[config.mk]
export PLATFORM = sky130hd
export DESIGN_NAME = rod_cutting_profit_and_cuts_top_flat
export DESIGN_NICKNAME = d
export VERILOG_FILES = /design/src/rcpc_pkg.sv /design/src/rcpc_price_if.sv /design/src/rcpc_cut_if.sv /design/src/rcpc_ram.sv /design/src/rcpc_datapath.sv /design/src/rcpc_ctrl.sv /design/src/rod_cutting_profit_and_cuts_top.sv /design/src/flat_wrapper.sv
export SDC_FILE = /design/constraint.sdc
export NUM_CORES = 1
export LEC_CHECK = 0
export BUFFER_PORTS_ARGS = -buffer_cell sky130_fd_sc_hd__buf_4
export CORE_MARGIN = 2
export CORE_UTILIZATION = 50
export DETAILED_ROUTE_END_ITERATION = 12
export PLACE_DENSITY = 0.72
export SYNTH_ARGS = -nofsm -noshare
export SYNTH_HDL_FRONTEND = slang
export SYNTH_HIERARCHICAL = 1
export SYNTH_SLANG_ARGS = --single-unit
[constraint.sdc]
create_clock -name clk -period 4.75 [get_ports clk]
set_input_delay 0.2375 -clock clk [delete_from_list [all_inputs] [get_ports clk]]
set_output_delay 0.2375 -clock clk [all_outputs]
set_load 0.02 [all_outputs]
[src/rcpc_pkg.sv]
// Package for the rod cutting block: sizes, codes, command and status types.
package rcpc_pkg;

	localparam int MAX_LEN = 16;
	localparam int LEN_W = $clog2(MAX_LEN + 1);
	localparam int PADDR_W = (MAX_LEN > 1) ? $clog2(MAX_LEN) : 1;

	localparam int CFG_W = 5;
	localparam int PRICE_W = 16;
	localparam int PROFIT_W = 20;
	localparam int CUTF_W = 5;

	localparam logic [CFG_W-1:0] ROD_LEN_RESET = CFG_W'(8);
	localparam logic [PROFIT_W-1:0] PROFIT_MAX = {PROFIT_W{1'b1}};

	typedef enum logic [2:0] {
		ST_LOAD,
		ST_INIT,
		ST_ISSUE,
		ST_DRAIN,
		ST_WRITE,
		ST_WREAD,
		ST_WCALC
	} state_t;

	typedef struct packed {
		logic load;
		logic init;
		logic issue;
		logic write_n;
		logic walk_rd;
		logic walk_emit;
	} cmd_t;

	typedef struct packed {
		logic load_done;
		logic issue_last;
		logic n_last;
		logic walk_last;
		logic out_free;
	} status_t;

	// zero reads as one, anything above the maximum saturates
	function automatic logic [LEN_W-1:0] eff_len(input logic [CFG_W-1:0] r);
		logic [LEN_W-1:0] l;
		if (r == '0) begin
			l = LEN_W'(1);
		end else if (int'(r) > MAX_LEN) begin
			l = LEN_W'(MAX_LEN);
		end else begin
			l = LEN_W'(r);
		end
		return l;
	endfunction

endpackage

[src/rcpc_price_if.sv]
// Price channel: valid/ready handshake carrying one price word.
interface rcpc_price_if;
	logic valid;
	logic ready;
	logic [rcpc_pkg::PRICE_W-1:0] price_value;

	modport source (output valid, output price_value, input ready);
	modport sink (input valid, input price_value, output ready);
endinterface

[src/rcpc_cut_if.sv]
// Cut channel: valid/ready handshake carrying one piece of the best cutting.
interface rcpc_cut_if;
	logic valid;
	logic ready;
	logic [rcpc_pkg::CUTF_W-1:0] cut_length;
	logic [rcpc_pkg::PROFIT_W-1:0] total_profit;
	logic last_cut;

	modport source (output valid, output cut_length, output total_profit, output last_cut,
		input ready);
	modport sink (input valid, input cut_length, input total_profit, input last_cut,
		output ready);
endinterface

[src/rcpc_ram.sv]
// Generic single-write, single-read RAM with registered read data.
module rcpc_ram #(
	parameter int WIDTH = 8,
	parameter int DEPTH = 16
) (
	input  logic                 clk,
	input  logic                 we,
	input  logic [((DEPTH > 1) ? $clog2(DEPTH) : 1)-1:0] waddr,
	input  logic [WIDTH-1:0]     wdata,
	input  logic                 re,
	input  logic [((DEPTH > 1) ? $clog2(DEPTH) : 1)-1:0] raddr,
	output logic [WIDTH-1:0]     rdata
);
	logic [WIDTH-1:0] mem_q [DEPTH];
	logic [WIDTH-1:0] rdata_q;

	always_ff @(posedge clk) begin
		if (we) begin
			mem_q[waddr] <= wdata;
		end
		if (re) begin
			rdata_q <= mem_q[raddr];
		end
	end

	assign rdata = rdata_q;
endmodule

[src/rcpc_datapath.sv]
// Datapath: price/profit/cut stores, DP compare-add, walk-back and output register.
module rcpc_datapath (
	input  logic                           clk,
	input  logic                           arst_n,
	input  logic                           cfg_we,
	input  logic [rcpc_pkg::CFG_W-1:0]     cfg_wdata,
	input  logic [rcpc_pkg::PRICE_W-1:0]   price_value,
	input  rcpc_pkg::cmd_t                 cmd,
	output rcpc_pkg::status_t              status,
	rcpc_cut_if.source                     cut
);
	logic [rcpc_pkg::CFG_W-1:0]    rod_len_q;
	logic [rcpc_pkg::LEN_W-1:0]    load_cnt_q;
	logic [rcpc_pkg::LEN_W-1:0]    len_eff;
	logic [rcpc_pkg::LEN_W-1:0]    n_q;
	logic [rcpc_pkg::LEN_W-1:0]    i_q;
	logic [rcpc_pkg::LEN_W-1:0]    i_s1;
	logic                          vld_s1;
	logic [rcpc_pkg::PROFIT_W-1:0] best_q;
	logic [rcpc_pkg::LEN_W-1:0]    bcut_q;
	logic [rcpc_pkg::PROFIT_W-1:0] profit_q;
	logic [rcpc_pkg::LEN_W-1:0]    remain_q;
	logic                          out_vld_q;
	logic [rcpc_pkg::CUTF_W-1:0]   out_len_q;
	logic [rcpc_pkg::PROFIT_W-1:0] out_profit_q;
	logic                          out_last_q;

	logic [rcpc_pkg::PRICE_W-1:0]  price_rd;
	logic [rcpc_pkg::PROFIT_W-1:0] profit_rd;
	logic [rcpc_pkg::LEN_W-1:0]    cut_rd;
	logic [rcpc_pkg::LEN_W-1:0]    i_m1;
	logic [rcpc_pkg::PROFIT_W:0]   cand_sum;
	logic [rcpc_pkg::PROFIT_W-1:0] cand;
	logic [rcpc_pkg::LEN_W-1:0]    c_fix;
	logic [rcpc_pkg::LEN_W-1:0]    rem_next;
	logic                          prof_we;
	logic [rcpc_pkg::LEN_W-1:0]    prof_waddr;
	logic [rcpc_pkg::PROFIT_W-1:0] prof_wdata;

	assign len_eff = rcpc_pkg::eff_len(rod_len_q);
	assign i_m1 = i_q - rcpc_pkg::LEN_W'(1);

	// stores
	rcpc_ram #(.WIDTH(rcpc_pkg::PRICE_W), .DEPTH(rcpc_pkg::MAX_LEN)) u_price_ram (
		.clk   (clk),
		.we    (cmd.load),
		.waddr (load_cnt_q[rcpc_pkg::PADDR_W-1:0]),
		.wdata (price_value),
		.re    (cmd.issue),
		.raddr (i_m1[rcpc_pkg::PADDR_W-1:0]),
		.rdata (price_rd)
	);

	assign prof_we = cmd.init | cmd.write_n;
	assign prof_waddr = cmd.init ? '0 : n_q;
	assign prof_wdata = cmd.init ? '0 : best_q;

	rcpc_ram #(.WIDTH(rcpc_pkg::PROFIT_W), .DEPTH(rcpc_pkg::MAX_LEN + 1)) u_profit_ram (
		.clk   (clk),
		.we    (prof_we),
		.waddr (prof_waddr),
		.wdata (prof_wdata),
		.re    (cmd.issue),
		.raddr (n_q - i_q),
		.rdata (profit_rd)
	);

	rcpc_ram #(.WIDTH(rcpc_pkg::LEN_W), .DEPTH(rcpc_pkg::MAX_LEN + 1)) u_cut_ram (
		.clk   (clk),
		.we    (cmd.write_n),
		.waddr (n_q),
		.wdata (bcut_q),
		.re    (cmd.walk_rd),
		.raddr (remain_q),
		.rdata (cut_rd)
	);

	// candidate profit, saturated
	always_comb begin
		cand_sum = (rcpc_pkg::PROFIT_W + 1)'(price_rd) + (rcpc_pkg::PROFIT_W + 1)'(profit_rd);
		if (cand_sum > (rcpc_pkg::PROFIT_W + 1)'(rcpc_pkg::PROFIT_MAX)) begin
			cand = rcpc_pkg::PROFIT_MAX;
		end else begin
			cand = cand_sum[rcpc_pkg::PROFIT_W-1:0];
		end
	end

	// stored cut repaired so the walk always shrinks
	always_comb begin
		if (cut_rd == '0 || cut_rd > remain_q) begin
			c_fix = remain_q;
		end else begin
			c_fix = cut_rd;
		end
		rem_next = remain_q - c_fix;
	end

	always_comb begin
		status.load_done  = ({1'b0, load_cnt_q} + (rcpc_pkg::LEN_W + 1)'(1)) >= {1'b0, len_eff};
		status.issue_last = (i_q == n_q);
		status.n_last     = (n_q == len_eff);
		status.walk_last  = (rem_next == '0);
		status.out_free   = !out_vld_q || cut.ready;
	end

	// control registers
	always_ff @(posedge clk or negedge arst_n) begin
		if (!arst_n) begin
			rod_len_q  <= rcpc_pkg::ROD_LEN_RESET;
			load_cnt_q <= '0;
			vld_s1     <= 1'b0;
			out_vld_q  <= 1'b0;
		end else begin
			if (cfg_we) begin
				rod_len_q  <= cfg_wdata;
				load_cnt_q <= '0;
			end else if (cmd.load) begin
				load_cnt_q <= status.load_done ? '0 : load_cnt_q + rcpc_pkg::LEN_W'(1);
			end
			vld_s1 <= cmd.issue;
			if (cmd.walk_emit) begin
				out_vld_q <= 1'b1;
			end else if (cut.ready) begin
				out_vld_q <= 1'b0;
			end
		end
	end

	// payload registers
	always_ff @(posedge clk) begin
		if (cmd.issue) begin
			i_s1 <= i_q;
		end
		if (cmd.init) begin
			n_q    <= rcpc_pkg::LEN_W'(1);
			i_q    <= rcpc_pkg::LEN_W'(1);
			best_q <= '0;
			bcut_q <= rcpc_pkg::LEN_W'(1);
		end else if (cmd.write_n) begin
			n_q    <= n_q + rcpc_pkg::LEN_W'(1);
			i_q    <= rcpc_pkg::LEN_W'(1);
			best_q <= '0;
			bcut_q <= n_q + rcpc_pkg::LEN_W'(1);
			if (status.n_last) begin
				profit_q <= best_q;
				remain_q <= len_eff;
			end
		end else begin
			if (cmd.issue) begin
				i_q <= i_q + rcpc_pkg::LEN_W'(1);
			end
			// first strict improvement wins
			if (vld_s1 && cand > best_q) begin
				best_q <= cand;
				bcut_q <= i_s1;
			end
		end
		if (cmd.walk_emit) begin
			out_len_q    <= rcpc_pkg::CUTF_W'(c_fix);
			out_profit_q <= profit_q;
			out_last_q   <= status.walk_last;
			remain_q     <= rem_next;
		end
	end

	assign cut.valid        = out_vld_q;
	assign cut.cut_length   = out_len_q;
	assign cut.total_profit = out_profit_q;
	assign cut.last_cut     = out_last_q;
endmodule

[src/rcpc_ctrl.sv]
// Controller: sequences loading, the DP sweep and the walk-back.
module rcpc_ctrl (
	input  logic              clk,
	input  logic              arst_n,
	input  logic              price_valid,
	output logic              price_ready,
	input  rcpc_pkg::status_t status,
	output rcpc_pkg::cmd_t    cmd
);
	rcpc_pkg::state_t state_q;
	rcpc_pkg::state_t state_nxt;

	always_ff @(posedge clk or negedge arst_n) begin
		if (!arst_n) begin
			state_q <= rcpc_pkg::ST_LOAD;
		end else begin
			state_q <= state_nxt;
		end
	end

	always_comb begin
		state_nxt = state_q;
		case (state_q)
			rcpc_pkg::ST_LOAD: begin
				if (price_valid && status.load_done) begin
					state_nxt = rcpc_pkg::ST_INIT;
				end
			end
			rcpc_pkg::ST_INIT: begin
				state_nxt = rcpc_pkg::ST_ISSUE;
			end
			rcpc_pkg::ST_ISSUE: begin
				if (status.issue_last) begin
					state_nxt = rcpc_pkg::ST_DRAIN;
				end
			end
			rcpc_pkg::ST_DRAIN: begin
				state_nxt = rcpc_pkg::ST_WRITE;
			end
			rcpc_pkg::ST_WRITE: begin
				state_nxt = status.n_last ? rcpc_pkg::ST_WREAD : rcpc_pkg::ST_ISSUE;
			end
			rcpc_pkg::ST_WREAD: begin
				state_nxt = rcpc_pkg::ST_WCALC;
			end
			rcpc_pkg::ST_WCALC: begin
				if (status.out_free) begin
					state_nxt = status.walk_last ? rcpc_pkg::ST_LOAD : rcpc_pkg::ST_WREAD;
				end
			end
			default: begin
				state_nxt = rcpc_pkg::ST_LOAD;
			end
		endcase
	end

	always_comb begin
		price_ready = 1'b0;
		cmd = '0;
		case (state_q)
			rcpc_pkg::ST_LOAD: begin
				price_ready = 1'b1;
				cmd.load = price_valid;
			end
			rcpc_pkg::ST_INIT: begin
				cmd.init = 1'b1;
			end
			rcpc_pkg::ST_ISSUE: begin
				cmd.issue = 1'b1;
			end
			rcpc_pkg::ST_DRAIN: begin
			end
			rcpc_pkg::ST_WRITE: begin
				cmd.write_n = 1'b1;
			end
			rcpc_pkg::ST_WREAD: begin
				cmd.walk_rd = 1'b1;
			end
			rcpc_pkg::ST_WCALC: begin
				cmd.walk_emit = status.out_free;
			end
			default: begin
			end
		endcase
	end
endmodule

[src/rod_cutting_profit_and_cuts_top.sv]
// Top level of the rod cutting block: controller, datapath and channel hookup.
// Loading: one price word per cycle; the word that completes a load of L prices
// starts the solve. Solve: an init step, then for each length n an issue run over
// cuts 1 to n, a drain and a write, one compare-add per cycle through the
// registered-read price and profit stores. Walk-back: each cut word is a cut store
// read, then the output register, which waits while the previous word is stalled.
// arst_n clears the controller, the load count, the valid flags and sets rod length 8.
module rod_cutting_profit_and_cuts_top (
	input  logic                       clk,
	input  logic                       arst_n,
	input  logic                       cfg_we,
	input  logic [rcpc_pkg::CFG_W-1:0] cfg_wdata,
	rcpc_price_if.sink                 price,
	rcpc_cut_if.source                 cut
);
	rcpc_pkg::cmd_t    cmd;
	rcpc_pkg::status_t status;
	logic              price_ready;

	// The controller owns the sequence; it sees only status flags and the price
	// valid, the datapath only ever sees one-hot-ish command strobes.
	rcpc_ctrl u_ctrl (
		.clk         (clk),
		.arst_n      (arst_n),
		.price_valid (price.valid),
		.price_ready (price_ready),
		.status      (status),
		.cmd         (cmd)
	);

	// Stores, compare-add, walk-back and the cut word register. The cut word
	// register lets the block take the next load's prices while the final
	// piece of the previous cutting still waits downstream.
	rcpc_datapath u_datapath (
		.clk         (clk),
		.arst_n      (arst_n),
		.cfg_we      (cfg_we),
		.cfg_wdata   (cfg_wdata),
		.price_value (price.price_value),
		.cmd         (cmd),
		.status      (status),
		.cut         (cut)
	);

	// price words are only taken while loading
	assign price.ready = price_ready;
endmodule

[src/flat_wrapper.sv]
// flat-port wrapper written by rule: the top's interface ports become plain ports
module rod_cutting_profit_and_cuts_top_flat 
  (clk, arst_n, cfg_we, cfg_wdata, price_valid, price_price_value, price_ready, cut_valid, cut_cut_length, cut_total_profit, cut_last_cut, cut_ready);
  rcpc_price_if price_i ();
  rcpc_cut_if cut_i ();
  input  logic clk;
  input  logic arst_n;
  input  logic cfg_we;
  input  logic [rcpc_pkg::CFG_W-1:0] cfg_wdata;
  input wire logic [$bits(price_i.valid)-1:0] price_valid;
  input wire logic [$bits(price_i.price_value)-1:0] price_price_value;
  output wire logic [$bits(price_i.ready)-1:0] price_ready;
  output wire logic [$bits(cut_i.valid)-1:0] cut_valid;
  output wire logic [$bits(cut_i.cut_length)-1:0] cut_cut_length;
  output wire logic [$bits(cut_i.total_profit)-1:0] cut_total_profit;
  output wire logic [$bits(cut_i.last_cut)-1:0] cut_last_cut;
  input wire logic [$bits(cut_i.ready)-1:0] cut_ready;
  assign price_i.valid = price_valid;
  assign price_i.price_value = price_price_value;
  assign price_ready = price_i.ready;
  assign cut_valid = cut_i.valid;
  assign cut_cut_length = cut_i.cut_length;
  assign cut_total_profit = cut_i.total_profit;
  assign cut_last_cut = cut_i.last_cut;
  assign cut_i.ready = cut_ready;
  rod_cutting_profit_and_cuts_top u_core (.clk(clk), .arst_n(arst_n), .cfg_we(cfg_we), .cfg_wdata(cfg_wdata), .price(price_i), .cut(cut_i));
endmodule
## Word level (Yosys, flattened, before mapping)

Memories as Yosys holds them, arrays and structs flattened. A register that Yosys moved wholly into a read port is not among the register bits.
Cells that the tools add are included.

| word-level totals | value |
|---|---|
| flip-flop bits (word level) | 106 |
| latch bits | 0 |
| memory bits (writable) | 681 |
| ROM bits | 0 |
| bits of input ports | 26 |
| memories kept | 3 |

Memories:

| name | depth | width | read ports | clocked after memory_dff | write ports | RTL line | source |
|---|---|---|---|---|---|---|---|
| u_core.u_datapath.u_profit_ram.mem_q | 17 | 20 | 1 | 1 | 1 | rcpc_ram.sv:14 | `logic [WIDTH-1:0] mem_q [DEPTH];` |
| u_core.u_datapath.u_price_ram.mem_q | 16 | 16 | 1 | 1 | 1 | rcpc_ram.sv:14 |  |
| u_core.u_datapath.u_cut_ram.mem_q | 17 | 5 | 1 | 1 | 1 | rcpc_ram.sv:14 |  |

| cells by class | value |
|---|---|
| $add $sub $neg | 8 |
| $mul | 0 |
| div/mod/pow operators | 0 |
| magnitude comparators | 5 |
| equality and inequality tests | 12 |
| shifts and indexed selects | 0 |
| muxes and demuxes | 36 |
| bitwise operators | 2 |
| reduce and logical (&&, ||, !) cells | 18 |

Operator list:

| cell | count |
|---|---|
| 2-to-1 mux 5 bit | 13 |
| 2-to-1 mux 20 bit | 2 |
| adder 16 x 20 -> 21 bit | 1 |
| > comparator 21 x 20 -> 1 bit (second input constant) | 1 |
| one-hot mux 3 bit (7 select lines) | 1 |
| > comparator 20 bit | 1 |
| adder 5 x 1 -> 5 bit (second input constant) | 3 |
| zero test 5 bit | 3 |
| 2-to-1 mux 1 bit | 15 |
| 2-to-1 mux 3 bit | 5 |
| == test 5 bit | 2 |
| nonzero test 2 bit | 5 |
| subtractor 5 bit | 2 |
| == test 3 bit (second input constant) | 3 |
| AND reduction 3 bit | 3 |
| adder 5 x 1 -> 6 bit (second input constant) | 1 |
| == test 3 x 2 -> 1 bit (second input constant) | 2 |
| >= comparator 6 x 5 -> 1 bit | 1 |
| > comparator 5 bit | 1 |
| > comparator 5 bit (second input constant) | 1 |
| != test 2 x 1 -> 1 bit (second input constant) | 2 |
| != test 2 bit (second input constant) | 2 |
| subtractor 4 x 1 -> 4 bit (second input constant) | 1 |
| == test 3 x 1 -> 1 bit (second input constant) | 1 |
| 7 further kinds | 9 |

## Logic depth before layout (Yosys ltp)

| depth | value |
|---|---|
| word-level depth | 8 |
| mapped depth | 21 |

## Hierarchy

Netlist, hierarchy kept.

Modules (own cells, without submodules):

| module | instances | cells an instance | area each (µm²) |
|---|---|---|---|
| rcpc_ram at u_core.u_datapath.u_profit_ram | 1 | 584 | 13,770.7 |
| rcpc_ram at u_core.u_datapath.u_price_ram | 1 | 432 | 10,203.5 |
| rcpc_datapath | 1 | 640 | 6,160.9 |
| rcpc_ram at u_core.u_datapath.u_cut_ram | 1 | 183 | 3,611.0 |
| rcpc_ctrl | 1 | 29 | 261.5 |

## Worst setup path after synthesis

No wires, ideal clock.

| path | value |
|---|---|
| path type | reg2reg |
| start | register u_core.u_ctrl.state_q[1] |
| end | memory u_core/u_datapath/u_profit_ram/mem_q[8][0] (netlist bit), enable pin |
| setup time | 427 ps |
| arrival time | 3,621 ps |
| data required time | 4,323 ps |
| setup slack | 703 ps |
| stages on the path, launching flop included | 9 |
| clock period less this slack | 4,047 ps |
| cell sequence | dfrtp_1 -> buf_6 -> nor3_1 -> nor2_1 -> clkinv_1 -> buf_1 -> nor2b_1 -> nand2_1 -> nor3b_1 |

RTL lines:

| item | RTL line | source |
|---|---|---|
| start: declaration | rcpc_ctrl.sv:10 | `rcpc_pkg::state_t state_q;` |
| start signal: assignment | rcpc_ctrl.sv:15 | `state_q <= rcpc_pkg::ST_LOAD;` |
| start signal: assignment | rcpc_ctrl.sv:17 | `state_q <= state_nxt;` |
| end: declaration | rcpc_ram.sv:14 |  |

## Worst setup path after layout

| path | value |
|---|---|
| start | register u_core.u_datapath.u_price_ram.rdata_q[0], in the netlist u_core/u_datapath/u_price_ram/rdata[0], read port of u_core.u_datapath.u_price_ram.mem_q |
| end | register u_core/u_datapath/bcut_q[1] (netlist bit) |

| between the ends | value |
|---|---|
| longest elaborated chain between the ends | 6 |

Ends and longest elaborated chain:

| item | RTL line | source |
|---|---|---|
| start: declaration | rcpc_ram.sv:15 | `logic [WIDTH-1:0] rdata_q;` |
| adder 16 x 20 -> 21 bit * | rcpc_datapath.sv:80 | `cand_sum = (rcpc_pkg::PROFIT_W + 1)'(price_rd) + (rcpc_pkg::PROFIT_W + 1)'(profit_rd);` |
| > comparator 21 x 20 -> 1 bit | rcpc_datapath.sv:81 | `if (cand_sum > (rcpc_pkg::PROFIT_W + 1)'(rcpc_pkg::PROFIT_MAX)) begin` |
| 2-to-1 mux 20 bit * | rcpc_datapath.sv:81 |  |
| named net u_core.u_datapath.cand, one bit | rcpc_datapath.sv:33 | `logic [rcpc_pkg::PROFIT_W-1:0] cand;` |
| > comparator 20 bit * | rcpc_datapath.sv:153 | `if (vld_s1 && cand > best_q) begin` |
| logical AND 1 bit * | rcpc_datapath.sv:153 |  |
| nonzero test 2 bit (no line) * | n/a |  |
| end signal: assignment | rcpc_datapath.sv:138 | `bcut_q <= rcpc_pkg::LEN_W'(1);` |
| end signal: assignment | rcpc_datapath.sv:143 | `bcut_q <= n_q + rcpc_pkg::LEN_W'(1);` |
| end signal: assignment | rcpc_datapath.sv:155 | `bcut_q <= i_s1;` |
| end: declaration | rcpc_datapath.sv:20 | `logic [rcpc_pkg::LEN_W-1:0] bcut_q;` |

The timed path passes the listed nets; every way through them passes the cells marked *.
A chain may end at the register's enable or synchronous reset.

==> impl_metrics.json <==
{
  "synth_edf_count": 778,
  "hpwl_um": 43600,
  "vias": 17745,
  "r2r-start": "u_core/u_datapath/u_price_ram/rdata[0]",
  "r2r_cells": 18,
  "synth_top_area_cell": "edfxtp_1",
  "first_pass_iters": 5,
  "internal_power_mw": 17.8,
  "core_area_sq_um": 67300,
  "yosys_warnings": 6,
  "nets": 2098,
  "async_flop_share_pct": 1.81,
  "power_leakage_nw": 13.0,
  "clk_latency_ns": 0.64,
  "tns_ns": 0,
  "synth_seq_cells": 828,
  "synth_cells": 1868,
  "dieArea_sq_um": 70100,
  "place.gp.congestion": 0.885,
  "start_kind": "flop",
  "drt_iter0_markers": 1771,
  "antenna_found_initial": 1,
  "switching_share_pct": 37.0,
  "grt_pass1_wl_um": 109000,
  "die_x_um": 265,
  "endpoint": "u_core/u_datapath/bcut_q[1]",
  "port_buffers": 53,
  "maxSlewViolCount": 0,
  "post-route-period-util_pct": 93.5,
  "place_inst": 2769,
  "critPathMaxFanout": 29,
  "routedWlPerCell_um": 24.8,
  "worst-endpoint-arrival_ns": 4.92,
  "end_kind": "flop",
  "yosysUniqueCellTypes": 70,
  "p_clk_share_pct": 22.1,
  "postSynthAreaPerCell_sq_um": 18.2,
  "path_clk_slew_ns": 0.06,
  "cp.required_ns": 5.23,
  "netlist.area_leader.share_pct": 68.7,
  "cts_root_buf": "clkbuf_16",
  "die_height_um": 265,
  "clock_sink_count": 828,
  "synthFlopType": "edfxtp_1",
  "startpoint": "u_core/u_datapath/u_price_ram/rdata[0]",
  "synth.area.top_cells": "edfxtp_1 (69%), mux4_2 (9.1%), ha_1 (2.1%), dfxtp_1 (2.1%), mux4_1 (1.9%)",
  "cts-htree-levels": 3,
  "cts_tree": "done",
  "min_period_ns": 4.44,
  "via_per_inst": 6.01,
  "numCtsBuffers": 82,
  "worstSetupPathType": "reg2reg",
  "fin_skew_ns": 0.0225,
  "hold_viol": 0,
  "p_seq_share_pct": 34.9,
  "syn_area_sq_um": 34000,
  "whs_path_depth": 3,
  "fmax_ghz": 0.225,
  "slew_headroom_pct": 13.5,
  "drc": 0,
  "rrSetupSlack_ns": 0.31,
  "setup-violations-final": 0,
  "hp-class": "in2reg",
  "fin_cells": 2951,
  "final_core_util_pct": 57.2,
  "status": "complete, no violations",
  "mappedNetlistNets": 1955,
  "power_switching_mw": 10.5,
  "r2r-end": "u_core/u_datapath/bcut_q[1]",
  "pwr_density_cell_nw_per_um2": 737,
  "grt-ovfl-total": 0,
  "power.share.combinational_pct": 43.0,
  "postRouteWirelength_um": 73200,
  "ant_nets": 0,
  "layout_common_cells": "edfxtp_1 (778), mux4_2 (138), nor2_1 (116)",
  "track_usage_pct": 21.0,
  "core.rowCount": 95,
  "cap_violations": 0,
  "area_growth_pct": 13.1,
  "final_common_cell": "edfxtp_1",
  "io_pins": 54,
  "cts_max_path_buffers": 3,
  "start_util_pct": 50.5,
  "worst_slew_pin_slew_ns": 1.29,
  "grt_max_degree": 55,
  "ys_seq_area_share_pct": 71.9,
  "grt_setup_unrepaired": "false",
  "final_layout_size_suffix_gt1_share_pct": 21.8,
  "ctsResizeCount": 0,
  "vdd_ir_drop_max_mv": 0.657,
  "grt_pass1_vias": 17656
}
logic make-up after synthesis:
logic type	count (synthesis)	synth area share (%)
xor+xnor	38	0.979
buf+inv	150	2.51
compound gates	233	5.13
mux	209	12.4
simple gates	349	4.79
flops	828	71.9
fa+ha+maj	61	2.31
layout make-up:
class | count | area, sq um
inverters | 64 | 246
clock buffers | 98 | 2110
diodes | 1 | 2.50
clock inverters | 52 | 502
flip-flops and latches | 828 | 24400
repair buffers | 145 | 1220
fillers | 4895 | 28800
well taps | 873 | 1090
multi-input cells | 890 | 8850
registers in the layout, indices dropped and copies added, names as in the netlist, 16 cells and up:
signal                                flops
u_core/u_datapath/best_q                 20
u_core/u_datapath/cut.total_profit       20
u_core/u_datapath/profit_q               20
u_core/u_datapath/u_cut_ram/mem_q        85
u_core/u_datapath/u_price_ram/mem_q     256
u_core/u_datapath/u_price_ram/rdata      16
u_core/u_datapath/u_profit_ram/mem_q    340
u_core/u_datapath/u_profit_ram/rdata     20
worst max-delay path: stages (launching register included):
cell and delay (ns):
edfxtp_1 0.34, ha_1 0.17, inv_1 0.06, fa_1 0.40
nand2b_1 0.18, a21oi_1 0.26, o21ai_1 0.17, a311o_1 0.43
nand2_1 0.22, nor2_1 0.10, inv_1 0.06, ha_1 0.16
nand4_1 0.15, nor3_1 0.33, a32oi_1 0.21, a31oi_4 0.50
buf_12 0.26, mux2i_1 0.21, a211oi_1 0.09
how the worst min path moves through the flow:
stage                             from                         endpoint
after floorplan                 arst_n         u_core/u_ctrl/state_q[0]
after global placement          arst_n   u_core/u_datapath/rod_len_q[1]
after detailed placement        arst_n   u_core/u_datapath/rod_len_q[1]
after CTS                       cfg_we  u_core/u_datapath/load_cnt_q[2]
after global routing      cfg_wdata[4]   u_core/u_datapath/rod_len_q[4]
final                           cfg_we  u_core/u_datapath/load_cnt_q[2]
timing repair:
action,CTS,global route
setup buffers,0,0
hold buffers,31,0
hold endpoints to repair,281,0
metal layers:
layer  vias to the layer above  global-route usage [%]  routed length [um]
met4                         0                    7.56                2090
met2                       692                    33.5               35200
met5                         -                       0                   0
met3                       132                    3.40                5170
met1                      9165                    29.5               30800
li1                       7756                       -                   -
through the flow:
step	setup WS (ns)	total power [mW]	hold slack, ns	instance area (sq um)
floorplan	0.703	18.9	-0.0581	34000
global placement	0.483	21.9	0.111	35500
detailed placement	0.382	22.1	0.116	35500
CTS	0.352	28.5	0.367	38500
global route	0.0463	29.7	0.404	38500
finish	0.310	28.3	0.398	38500
synth_stat cells (20+ instances only):
master and n:
a21oi_1 39, nand2_1 90, xor2_1 21, buf_6 22, mux4_1 24, nand3_1 20
edfxtp_1 778, clkbuf_1 34, a22oi_1 35, dfxtp_1 35, mux4_2 138, nor2_1 134
o22ai_1 23, a221oi_2 21, o21ai_0 35, inv_1 62, nand2b_1 21, ha_1 58
mux2i_1 37
power groups by stage:
stage,sequential [mW],combinational [mW],clock (mW)
floorplan,9.86,9.00,0
global placement,10.0,11.9,0
detailed placement,10.0,12.1,0
CTS,9.88,12.2,6.38
global route,9.96,13.1,6.68
finish,9.88,12.2,6.27
Power figures use the tool's default switching activity.
